### src/rtl/atan2ti_pkg.sv
// shared constants, control types and the arctangent table for the atan2 block
// no dependencies; used by the interfaces, the cells and the top level
package atan2ti_pkg;

  localparam int COORD_W         = 32;
  localparam int ANGLE_W         = 12;
  localparam int INPUT_WIDTH_DEF = 32;
  localparam int TABLE_STEPS_DEF = 32;
  localparam int DEN_W           = 18;
  localparam int FRAC_W          = 8;
  localparam int TBL_LEN         = 33;
  localparam int IDX_W           = 7;
  localparam int ENTRY_W         = 9;
  localparam int DIFF_W          = 4;
  localparam int QUARTER_TURN    = 512;
  localparam int HALF_TURN       = 1024;

  typedef struct packed {
    logic zero;
    logic steep;
    logic xneg;
    logic yneg;
  } fold_t;

  typedef struct packed {
    logic  valid;
    fold_t fold;
  } ctrl_t;

  // round(1024 * atan(i / 32) / pi)
  function automatic logic [ENTRY_W-1:0] atan_entry(input logic [IDX_W-1:0] i);
    logic [ENTRY_W-1:0] e;
    case (i)
      7'd0:    e = 9'd0;
      7'd1:    e = 9'd10;
      7'd2:    e = 9'd20;
      7'd3:    e = 9'd30;
      7'd4:    e = 9'd41;
      7'd5:    e = 9'd51;
      7'd6:    e = 9'd60;
      7'd7:    e = 9'd70;
      7'd8:    e = 9'd80;
      7'd9:    e = 9'd89;
      7'd10:   e = 9'd99;
      7'd11:   e = 9'd108;
      7'd12:   e = 9'd117;
      7'd13:   e = 9'd126;
      7'd14:   e = 9'd134;
      7'd15:   e = 9'd143;
      7'd16:   e = 9'd151;
      7'd17:   e = 9'd159;
      7'd18:   e = 9'd167;
      7'd19:   e = 9'd175;
      7'd20:   e = 9'd182;
      7'd21:   e = 9'd189;
      7'd22:   e = 9'd196;
      7'd23:   e = 9'd203;
      7'd24:   e = 9'd210;
      7'd25:   e = 9'd216;
      7'd26:   e = 9'd222;
      7'd27:   e = 9'd228;
      7'd28:   e = 9'd234;
      7'd29:   e = 9'd240;
      7'd30:   e = 9'd245;
      7'd31:   e = 9'd251;
      default: e = 9'd256;
    endcase
    return e;
  endfunction

endpackage

### src/rtl/atan2ti_in_if.sv
// input channel of the atan2 block: coordinate pair with valid/ready
// depends on atan2ti_pkg
interface atan2ti_in_if;
  logic                                     valid;
  logic                                     ready;
  logic signed [atan2ti_pkg::COORD_W-1:0]   y_coord;
  logic signed [atan2ti_pkg::COORD_W-1:0]   x_coord;

  modport source(output valid, y_coord, x_coord, input ready);
  modport sink(input valid, y_coord, x_coord, output ready);
endinterface

### src/rtl/atan2ti_out_if.sv
// result channel of the atan2 block: angle with valid/ready
// depends on atan2ti_pkg
interface atan2ti_out_if;
  logic                                     valid;
  logic                                     ready;
  logic signed [atan2ti_pkg::ANGLE_W-1:0]   angle;

  modport source(output valid, angle, input ready);
  modport sink(input valid, angle, output ready);
endinterface

### src/rtl/atan2ti_norm_cell.sv
// operand scaling cell: shifts numerator and denominator right by SHIFT
// when the denominator is still too large; depends on atan2ti_pkg
module atan2ti_norm_cell #(
  parameter int MAG_W = 31,
  parameter int SHIFT = 1
) (
  input  logic               clk,
  input  logic               rst_n,
  input  logic               adv,
  input  atan2ti_pkg::ctrl_t ctrl_i,
  input  logic [MAG_W-1:0]   num_i,
  input  logic [MAG_W-1:0]   den_i,
  output atan2ti_pkg::ctrl_t ctrl_o,
  output logic [MAG_W-1:0]   num_o,
  output logic [MAG_W-1:0]   den_o
);

  localparam int LIM_BIT = atan2ti_pkg::DEN_W - 1 + SHIFT;

  atan2ti_pkg::ctrl_t ctrl_r;
  logic [MAG_W-1:0]   num_r;
  logic [MAG_W-1:0]   den_r;
  logic [MAG_W-1:0]   num_nxt;
  logic [MAG_W-1:0]   den_nxt;
  logic               big;

  assign big     = |den_i[MAG_W-1:LIM_BIT];
  assign num_nxt = big ? (num_i >> SHIFT) : num_i;
  assign den_nxt = big ? (den_i >> SHIFT) : den_i;

  always_ff @(posedge clk) begin
    if (!rst_n) begin
      ctrl_r <= '0;
    end else if (adv) begin
      ctrl_r <= ctrl_i;
    end
  end

  always_ff @(posedge clk) begin
    if (adv) begin
      num_r <= num_nxt;
      den_r <= den_nxt;
    end
  end

  assign ctrl_o = ctrl_r;
  assign num_o  = num_r;
  assign den_o  = den_r;

endmodule

### src/rtl/atan2ti_div_cell.sv
// restoring division cell: one quotient bit per cell, remainder handed on
// depends on atan2ti_pkg
module atan2ti_div_cell #(
  parameter int QUO_W = 14
) (
  input  logic                            clk,
  input  logic                            rst_n,
  input  logic                            adv,
  input  atan2ti_pkg::ctrl_t              ctrl_i,
  input  logic [atan2ti_pkg::DEN_W-1:0]   rem_i,
  input  logic [QUO_W-1:0]                low_i,
  input  logic [QUO_W-1:0]                quo_i,
  input  logic [atan2ti_pkg::DEN_W-1:0]   den_i,
  output atan2ti_pkg::ctrl_t              ctrl_o,
  output logic [atan2ti_pkg::DEN_W-1:0]   rem_o,
  output logic [QUO_W-1:0]                low_o,
  output logic [QUO_W-1:0]                quo_o,
  output logic [atan2ti_pkg::DEN_W-1:0]   den_o
);

  localparam int DW = atan2ti_pkg::DEN_W;

  atan2ti_pkg::ctrl_t ctrl_r;
  logic [DW-1:0]      rem_r;
  logic [QUO_W-1:0]   low_r;
  logic [QUO_W-1:0]   quo_r;
  logic [DW-1:0]      den_r;
  logic [DW:0]        trial;
  logic [DW:0]        sub;
  logic               fits;
  logic [DW-1:0]      rem_nxt;
  logic [QUO_W-1:0]   low_nxt;
  logic [QUO_W-1:0]   quo_nxt;

  assign trial   = {rem_i, low_i[QUO_W-1]};
  assign fits    = trial >= {1'b0, den_i};
  assign sub     = trial - {1'b0, den_i};
  assign rem_nxt = fits ? sub[DW-1:0] : trial[DW-1:0];
  assign low_nxt = {low_i[QUO_W-2:0], 1'b0};
  assign quo_nxt = {quo_i[QUO_W-2:0], fits};

  always_ff @(posedge clk) begin
    if (!rst_n) begin
      ctrl_r <= '0;
    end else if (adv) begin
      ctrl_r <= ctrl_i;
    end
  end

  always_ff @(posedge clk) begin
    if (adv) begin
      rem_r <= rem_nxt;
      low_r <= low_nxt;
      quo_r <= quo_nxt;
      den_r <= den_i;
    end
  end

  assign ctrl_o = ctrl_r;
  assign rem_o  = rem_r;
  assign low_o  = low_r;
  assign quo_o  = quo_r;
  assign den_o  = den_r;

endmodule

### src/rtl/atan2_table_interpolated_top.sv
// atan2 block top level: magnitude stage, scaling cells, divider cells,
// table lookup and octant folding; depends on atan2ti_pkg, both interfaces
// and the norm and div cells
//
// usage: in_if carries a signed pair (y_coord, x_coord), out_if returns
// angle, signed, 1024 = pi. items move on valid && ready on both channels.
// only the low INPUT_WIDTH bits of each coordinate count.
// the pipeline takes one item per cycle while out_if does not stall it.
// between input accept and out_if.valid lie the magnitude and octant
// stages, S scaling cells (4 at INPUT_WIDTH 32), the multiply stage,
// Q divider cells of one quotient bit each (Q = 14 at TABLE_STEPS 32),
// the lookup and output stages; the divider chain sets the depth.
// when out_if.ready is low with a result waiting the whole pipeline
// holds and in_if.ready drops; nothing is lost or repeated.
// synchronous reset clears all valid flags; no item is in flight after it.
module atan2_table_interpolated_top #(
  parameter int INPUT_WIDTH = atan2ti_pkg::INPUT_WIDTH_DEF,
  parameter int TABLE_STEPS = atan2ti_pkg::TABLE_STEPS_DEF
) (
  input logic           clk,
  input logic           rst_n,
  atan2ti_in_if.sink    in_if,
  atan2ti_out_if.source out_if
);

  localparam int MAG_W     = INPUT_WIDTH - 1;
  localparam int DW        = atan2ti_pkg::DEN_W;
  localparam int FW        = atan2ti_pkg::FRAC_W;
  localparam int EW        = atan2ti_pkg::ENTRY_W;
  localparam int AW        = atan2ti_pkg::ANGLE_W;
  localparam int MAX_SHIFT = (MAG_W > DW) ? MAG_W - DW : 0;
  localparam int NORM_N    = (MAX_SHIFT > 0) ? $clog2(MAX_SHIFT + 1) : 0;
  localparam int SCALE     = TABLE_STEPS * (1 << FW);
  localparam int QUO_W     = $clog2(SCALE + 1);
  localparam int PROD_W    = DW + QUO_W;
  localparam int IDXQ_W    = QUO_W - FW;
  localparam int LAST_IDX  = (TABLE_STEPS < atan2ti_pkg::TBL_LEN - 1) ?
                             TABLE_STEPS : atan2ti_pkg::TBL_LEN - 1;

  logic adv;

  // magnitude stage
  logic [INPUT_WIDTH-1:0] y_in, x_in;
  logic [MAG_W-1:0]       y_low, x_low, y_mag, x_mag;
  logic                   y_neg, x_neg;
  atan2ti_pkg::ctrl_t     s0_ctrl_nxt, s0_ctrl_r;
  logic [MAG_W-1:0]       s0_ax_r, s0_ay_r;

  assign y_in  = in_if.y_coord[INPUT_WIDTH-1:0];
  assign x_in  = in_if.x_coord[INPUT_WIDTH-1:0];
  assign y_neg = y_in[INPUT_WIDTH-1];
  assign x_neg = x_in[INPUT_WIDTH-1];
  assign y_low = y_in[MAG_W-1:0];
  assign x_low = x_in[MAG_W-1:0];
  // most negative value clamps to all ones
  assign y_mag = !y_neg ? y_low : ((y_low == '0) ? '1 : MAG_W'(~y_low + 1'b1));
  assign x_mag = !x_neg ? x_low : ((x_low == '0) ? '1 : MAG_W'(~x_low + 1'b1));

  always_comb begin
    s0_ctrl_nxt            = '0;
    s0_ctrl_nxt.valid      = in_if.valid;
    s0_ctrl_nxt.fold.zero  = (y_mag == '0) && (x_mag == '0);
    s0_ctrl_nxt.fold.xneg  = x_neg;
    s0_ctrl_nxt.fold.yneg  = y_neg;
  end

  always_ff @(posedge clk) begin
    if (!rst_n) begin
      s0_ctrl_r <= '0;
    end else if (adv) begin
      s0_ctrl_r <= s0_ctrl_nxt;
    end
  end

  always_ff @(posedge clk) begin
    if (adv) begin
      s0_ax_r <= x_mag;
      s0_ay_r <= y_mag;
    end
  end

  // octant select stage
  logic               steep;
  atan2ti_pkg::ctrl_t s1_ctrl_nxt, s1_ctrl_r;
  logic [MAG_W-1:0]   s1_num_r, s1_den_r;

  assign steep = s0_ay_r > s0_ax_r;

  always_comb begin
    s1_ctrl_nxt            = s0_ctrl_r;
    s1_ctrl_nxt.fold.steep = steep;
  end

  always_ff @(posedge clk) begin
    if (!rst_n) begin
      s1_ctrl_r <= '0;
    end else if (adv) begin
      s1_ctrl_r <= s1_ctrl_nxt;
    end
  end

  always_ff @(posedge clk) begin
    if (adv) begin
      s1_num_r <= steep ? s0_ax_r : s0_ay_r;
      s1_den_r <= steep ? s0_ay_r : s0_ax_r;
    end
  end

  // scaling cells, shifts of 2^(NORM_N-1) down to 1
  atan2ti_pkg::ctrl_t n_ctrl [NORM_N+1];
  logic [MAG_W-1:0]   n_num  [NORM_N+1];
  logic [MAG_W-1:0]   n_den  [NORM_N+1];

  assign n_ctrl[0] = s1_ctrl_r;
  assign n_num[0]  = s1_num_r;
  assign n_den[0]  = s1_den_r;

  for (genvar i = 0; i < NORM_N; i++) begin : g_norm
    atan2ti_norm_cell #(
      .MAG_W (MAG_W),
      .SHIFT (1 << (NORM_N - 1 - i))
    ) u_cell (
      .clk    (clk),
      .rst_n  (rst_n),
      .adv    (adv),
      .ctrl_i (n_ctrl[i]),
      .num_i  (n_num[i]),
      .den_i  (n_den[i]),
      .ctrl_o (n_ctrl[i+1]),
      .num_o  (n_num[i+1]),
      .den_o  (n_den[i+1])
    );
  end

  logic [DW-1:0] num_s, den_s;

  if (MAG_W >= DW) begin : g_trunc
    assign num_s = n_num[NORM_N][DW-1:0];
    assign den_s = n_den[NORM_N][DW-1:0];
  end else begin : g_ext
    assign num_s = {{(DW - MAG_W){1'b0}}, n_num[NORM_N]};
    assign den_s = {{(DW - MAG_W){1'b0}}, n_den[NORM_N]};
  end

  // numerator times table steps and fraction scale
  atan2ti_pkg::ctrl_t m_ctrl_r;
  logic [PROD_W-1:0]  m_prod_r;
  logic [DW-1:0]      m_den_r;

  always_ff @(posedge clk) begin
    if (!rst_n) begin
      m_ctrl_r <= '0;
    end else if (adv) begin
      m_ctrl_r <= n_ctrl[NORM_N];
    end
  end

  always_ff @(posedge clk) begin
    if (adv) begin
      m_prod_r <= PROD_W'(num_s) * PROD_W'(SCALE);
      m_den_r  <= den_s;
    end
  end

  // divider cells
  atan2ti_pkg::ctrl_t d_ctrl [QUO_W+1];
  logic [DW-1:0]      d_rem  [QUO_W+1];
  logic [QUO_W-1:0]   d_low  [QUO_W+1];
  logic [QUO_W-1:0]   d_quo  [QUO_W+1];
  logic [DW-1:0]      d_den  [QUO_W+1];

  assign d_ctrl[0] = m_ctrl_r;
  assign d_rem[0]  = m_prod_r[PROD_W-1:QUO_W];
  assign d_low[0]  = m_prod_r[QUO_W-1:0];
  assign d_quo[0]  = '0;
  assign d_den[0]  = m_den_r;

  for (genvar k = 0; k < QUO_W; k++) begin : g_div
    atan2ti_div_cell #(
      .QUO_W (QUO_W)
    ) u_cell (
      .clk    (clk),
      .rst_n  (rst_n),
      .adv    (adv),
      .ctrl_i (d_ctrl[k]),
      .rem_i  (d_rem[k]),
      .low_i  (d_low[k]),
      .quo_i  (d_quo[k]),
      .den_i  (d_den[k]),
      .ctrl_o (d_ctrl[k+1]),
      .rem_o  (d_rem[k+1]),
      .low_o  (d_low[k+1]),
      .quo_o  (d_quo[k+1]),
      .den_o  (d_den[k+1])
    );
  end

  // table lookup stage
  logic [QUO_W-1:0]                    quo;
  logic [IDXQ_W-1:0]                   idx;
  logic [atan2ti_pkg::IDX_W-1:0]       idx_t;
  logic [EW-1:0]                       lo_ent, hi_ent, ent_diff;
  atan2ti_pkg::ctrl_t                  t_ctrl_r;
  logic [EW-1:0]                       t_lo_r;
  logic [atan2ti_pkg::DIFF_W-1:0]      t_diff_r;
  logic [FW-1:0]                       t_frac_r;
  logic                                t_last_r;

  assign quo      = d_quo[QUO_W];
  assign idx      = quo[QUO_W-1:FW];
  assign idx_t    = atan2ti_pkg::IDX_W'(idx);
  assign lo_ent   = atan2ti_pkg::atan_entry(idx_t);
  assign hi_ent   = atan2ti_pkg::atan_entry(idx_t + 1'b1);
  assign ent_diff = hi_ent - lo_ent;

  always_ff @(posedge clk) begin
    if (!rst_n) begin
      t_ctrl_r <= '0;
    end else if (adv) begin
      t_ctrl_r <= d_ctrl[QUO_W];
    end
  end

  always_ff @(posedge clk) begin
    if (adv) begin
      t_lo_r   <= lo_ent;
      t_diff_r <= ent_diff[atan2ti_pkg::DIFF_W-1:0];
      t_frac_r <= quo[FW-1:0];
      t_last_r <= idx >= IDXQ_W'(LAST_IDX);
    end
  end

  // interpolation and octant folding
  logic [atan2ti_pkg::DIFF_W+FW-1:0] step;
  logic [EW-1:0]                     oct;
  logic [EW:0]                       a_quad;
  logic [EW+1:0]                     a_half;
  logic [AW-1:0]                     a_full;
  logic [AW-1:0]                     angle_nxt;
  logic                              out_valid_r;
  logic [AW-1:0]                     out_angle_r;

  assign step   = t_diff_r * t_frac_r;
  assign oct    = t_last_r ?
                  atan2ti_pkg::atan_entry(atan2ti_pkg::IDX_W'(atan2ti_pkg::TBL_LEN - 1)) :
                  t_lo_r + EW'(step[atan2ti_pkg::DIFF_W+FW-1:FW]);
  assign a_quad = t_ctrl_r.fold.steep ?
                  (EW+1)'(atan2ti_pkg::QUARTER_TURN) - {1'b0, oct} : {1'b0, oct};
  assign a_half = t_ctrl_r.fold.xneg ?
                  (EW+2)'(atan2ti_pkg::HALF_TURN) - {1'b0, a_quad} : {1'b0, a_quad};
  assign a_full = t_ctrl_r.fold.yneg ? AW'(-{1'b0, a_half}) : AW'({1'b0, a_half});
  assign angle_nxt = t_ctrl_r.fold.zero ? '0 : a_full;

  assign adv = !out_valid_r || out_if.ready;

  always_ff @(posedge clk) begin
    if (!rst_n) begin
      out_valid_r <= 1'b0;
    end else if (adv) begin
      out_valid_r <= t_ctrl_r.valid;
    end
  end

  always_ff @(posedge clk) begin
    if (adv) begin
      out_angle_r <= angle_nxt;
    end
  end

  assign in_if.ready  = adv && rst_n;
  assign out_if.valid = out_valid_r;
  assign out_if.angle = out_angle_r;

`ifndef SYNTHESIS
  a_angle_range: assert property (@(posedge clk) disable iff (!rst_n)
    out_valid_r |-> ($signed(out_angle_r) >= -12'sd1024 &&
                     $signed(out_angle_r) <= 12'sd1024))
    else $error("angle out of range");

  a_quo_bound: assert property (@(posedge clk) disable iff (!rst_n)
    d_ctrl[QUO_W].valid && !d_ctrl[QUO_W].fold.zero |-> d_quo[QUO_W] <= QUO_W'(SCALE))
    else $error("quotient above full scale");

  a_stall_hold: assert property (@(posedge clk) disable iff (!rst_n)
    !adv |=> $stable(t_ctrl_r) && $stable(out_angle_r) && $stable(t_lo_r))
    else $error("pipeline moved during stall");

  a_zero_vec: assert property (@(posedge clk) disable iff (!rst_n)
    adv && t_ctrl_r.valid && t_ctrl_r.fold.zero |=> out_angle_r == '0)
    else $error("zero vector gave nonzero angle");
`endif

endmodule
### src/flat_wrapper.sv
// flat-port wrapper written by rule: the top's interface ports become plain ports
module atan2_table_interpolated_top_flat 
#(
  parameter int INPUT_WIDTH = atan2ti_pkg::INPUT_WIDTH_DEF,
  parameter int TABLE_STEPS = atan2ti_pkg::TABLE_STEPS_DEF
)
  (clk, rst_n, in_if_valid, in_if_y_coord, in_if_x_coord, in_if_ready, out_if_valid, out_if_angle, out_if_ready);
  atan2ti_in_if in_if_i ();
  atan2ti_out_if out_if_i ();
  input logic clk;
  input logic rst_n;
  input wire logic [$bits(in_if_i.valid)-1:0] in_if_valid;
  input wire logic [$bits(in_if_i.y_coord)-1:0] in_if_y_coord;
  input wire logic [$bits(in_if_i.x_coord)-1:0] in_if_x_coord;
  output wire logic [$bits(in_if_i.ready)-1:0] in_if_ready;
  output wire logic [$bits(out_if_i.valid)-1:0] out_if_valid;
  output wire logic [$bits(out_if_i.angle)-1:0] out_if_angle;
  input wire logic [$bits(out_if_i.ready)-1:0] out_if_ready;
  assign in_if_i.valid = in_if_valid;
  assign in_if_i.y_coord = in_if_y_coord;
  assign in_if_i.x_coord = in_if_x_coord;
  assign in_if_ready = in_if_i.ready;
  assign out_if_valid = out_if_i.valid;
  assign out_if_angle = out_if_i.angle;
  assign out_if_i.ready = out_if_ready;
  atan2_table_interpolated_top #(.INPUT_WIDTH(INPUT_WIDTH), .TABLE_STEPS(TABLE_STEPS)) u_core (.clk(clk), .rst_n(rst_n), .in_if(in_if_i), .out_if(out_if_i));
endmodule
### config.mk
export PLATFORM = sky130hd
export DESIGN_NAME = atan2_table_interpolated_top_flat
export DESIGN_NICKNAME = d
export VERILOG_FILES = /design/src/rtl/atan2ti_pkg.sv /design/src/rtl/atan2ti_in_if.sv /design/src/rtl/atan2ti_out_if.sv /design/src/rtl/atan2ti_norm_cell.sv /design/src/rtl/atan2ti_div_cell.sv /design/src/rtl/atan2_table_interpolated_top.sv /design/src/flat_wrapper.sv
export SDC_FILE = /design/constraint.sdc
export NUM_CORES = 2
export LEC_CHECK = 0
export BUFFER_PORTS_ARGS = -buffer_cell sky130_fd_sc_hd__buf_2
export CORE_UTILIZATION = 51
export DETAILED_ROUTE_END_ITERATION = 12
export PLACE_DENSITY = 0.69
export SLEW_MARGIN = 20
export SYNTH_ARGS = -nofsm -noshare
export SYNTH_HDL_FRONTEND = slang
export SYNTH_SLANG_ARGS = --single-unit
### constraint.sdc
create_clock -name clk -period 31.8 [get_ports clk]
set_input_delay 4.77 -clock clk [delete_from_list [all_inputs] [get_ports clk]]
set_output_delay 4.77 -clock clk [all_outputs]
set_load 0.01 [all_outputs]
==> flow_summary.ini <==
[status]
status = finished, final reports clean

[pwr]
max-vdd-ir-drop_v = 0.000164
power_leakage_nw = 24.5
switching_share = 0.376
power_frac_seq = 0.341
p_per_area_nw_per_um2 = 112
p_int_mw = 4.30
p_clk_frac = 0.194
combPwrFrac = 0.465
netSwitchingPower_mw = 2.59
power_mw = 6.89

[clock_network]
cts_buffers = 111
cts_setup_buffers = 0
clk_pin_slew_ns = 0.06
cts.sinks = 1079
root_buffer = clkbuf_16
htree_num_levels = 3
post_cts_resized = 0
clock_path_buffers = 3
cts_hold_buf = 0
cts_tree = yes
clk_latency_ns = 0.72

[setup_path]
critPathArrivalTime_ns = 5.98
cp.required_ns = 27.03
end_kind = output port
worstSetupPathType = in2out
setup.worst_path.start = rst_n
reg2reg_from = u_core.t_diff_r[2]
start_kind = primary input
crit_fanout = 111

[timing]
fmax_mhz = 93.0
fin_ws_ns = 21.05
final-hold-violation-count = 0
rsz0062_at_grt = false
period_share = 0.338
setup_viol = 0
drv_slew = 0
tns_ns = 0
maxSlewHeadroom = 0.244
period_minus_slack_ns = 10.75
fin_skew_ns = 0.0651
worstMarginPinSlew_ns = 1.13

[global_route]
grt_max_degree = 216
grt-ovfl-total = 0
grt.total_usage = 0.198
grt_pass1_wl_um = 178000
antenna_found_initial = 3
grt_pass1_vias = 34300

[routing]
wl_per_cell_um = 17.2
initialDrtViolationCount = 2656
drt-vias-per-instance = 5.55
vias = 35900
dr.pass1.iters = 5
wirelength_um = 111000
postRouteAntennaNets = 0
drc_errors = 0

[synth]
syn_inst = 4876
synth_xor_area_frac = 0.0327
synth_seq_cells = 1079
synth.avg_cell_area_um2 = 11.5
synth_edf_count = 961
yosys.area_share.simple = 0.116
synth_cell_types = 84
synth_top_family_by_area = simple AND/OR/NAND/NOR gates
synth_fa_ha_area_frac = 0.0811
muxShareOfSynthArea = 0.0628
synth_async_sr_flop_share = 0
synth_area_um2 = 55900
ys.flop_type = edfxtp_1
synth_seq_area_share = 0.558
yosys_warnings = 0
synth_compound_area_frac = 0.110

[final_layout]
syn2layout_area_growth_pct = 10.5
fin_area_um2 = 61800
layout-drive-gt1-share = 0.123
stdcell_count = 6473
final_common_cell = edfxtp_1
fin_nets = 5376
final_cell_mix = 961 x edfxtp_1, 574 x nand2_1, 417 x inv_1

[placed_design]
dp_hpwl_um = 79900
gp_congestion = 0.909
dp_slack_ns = 21.03
dp.cells = 6261
port_buffers = 81
dpl-instance-area_um2 = 57900

[floorplan]
core.rowCount = 121
fp.dieArea_um2 = 111000
die_w_um = 333
die_h_um = 333
io_pins = 82
start_util = 0.514
fp.coreArea_um2 = 109000

[min_path]
worstHoldPathType = reg2reg
worstHoldStart = u_core.g_norm[3].u_cell.den_o[9]

[run]
drv_cap = 0
-- power groups by stage --
stage / sequential [mW] / combinational (mW) / clock, mW
global route: 2.39 / 3.62 / 1.42
CTS: 2.35 / 3.20 / 1.37
detailed placement: 2.38 / 3.17 / 0
global placement: 2.37 / 3.12 / 0
floorplan: 2.25 / 2.53 / 0
finish: 2.35 / 3.21 / 1.34
-- Yosys cell counts, drive strengths merged (12+ instances only) --
library cell | count | area [um^2]
o21ai | 249 | 1250
nand4 | 63 | 394
ha | 321 | 4020
or2 | 32 | 200
nand3 | 68 | 340
inv | 418 | 1570
nor2b | 59 | 369
a21boi | 143 | 1070
xor2 | 79 | 692
nor4 | 35 | 219
nand2 | 574 | 2150
a2111oi | 13 | 114
nor3 | 81 | 405
o41ai | 14 | 130
clkbuf | 146 | 548
or3 | 48 | 300
and3 | 24 | 150
and2 | 43 | 269
mux2 | 294 | 3310
a21oi | 210 | 1050
o21bai | 15 | 113
a31oi | 37 | 231
a21o | 69 | 518
dfxtp | 118 | 2360
xnor2 | 130 | 1140
o21a | 49 | 368
fa | 26 | 521
nand2b | 34 | 213
o31a | 12 | 105
a211oi | 30 | 225
mux2i | 20 | 200
or4 | 19 | 154
nor2 | 288 | 1080
o31ai | 26 | 209
edfxtp | 961 | 28900
-- metrics by stage --
| step | utilization | hold slack (ns) |
|---|---|---|
| global route | 0.568 | 0.417 |
| floorplan | - | 0.400 |
| global placement | 0.533 | 0.401 |
| finish | 0.568 | 0.414 |
| detailed placement | 0.533 | 0.405 |
| CTS | 0.568 | 0.416 |
-- final timing paths --
check | endpoint | slack [ns] | cells after the start
worst min register to register | u_core.m_den_r[9] | 0.41 | 0
worst max register to register | u_core.out_if.angle[10] | 24.74 | 26
worst max-delay path | in_if_ready | 21.05 | 4
worst min-delay path | u_core.m_den_r[9] | 0.41 | 0
-- worst max-delay path: stages --
cell and delay, ns:
buf_2 0.07, buf_4 0.64, and2_1 0.31, buf_2 0.16
-- cell families (layout without fill, tap and decap cells) --
family,count (synthesis),count (layout)
AOI/OAI and AO/OA,959,959
xor gates and xnor gates,209,209
adders and majority gates,347,347
buffers and inverters,574,745
DFF,1079,1079
muxes,314,314
other,1,13
and+or+nand+nor,1393,1393
-- registers in the layout (all words and copies together), names as in the netlist, 70 cells and up, named ones only --
signal	cells
u_core.g_div.u_cell.rem_o	234
u_core.g_div.u_cell.ctrl_o	70
u_core.g_div.u_cell.den_o	234
u_core.g_norm.u_cell.den_o	111
u_core.g_norm.u_cell.num_o	83
u_core.g_div.u_cell.quo_o	105
-- cell type report --
cell class,instances,area (um^2)
diodes,1,2.50
clock buffers,136,2950
clock inverters,74,878
fillers,9017,46900
inverters,418,1580
multi-input cells,3234,22600
flip-flops and latches,1079,31200
well taps,1414,1770
repair buffers,117,721
-- routing by layer --
layer	vias up	global-route usage	part of all wire
met5	-	0	0.00021
met1	17100	0.261	0.45
met3	208	0.0262	0.039
li1	17800	-	-
met2	726	0.332	0.48
met4	4	0.0749	0.033
No activity file was read; power rests on OpenSTA's default activity.
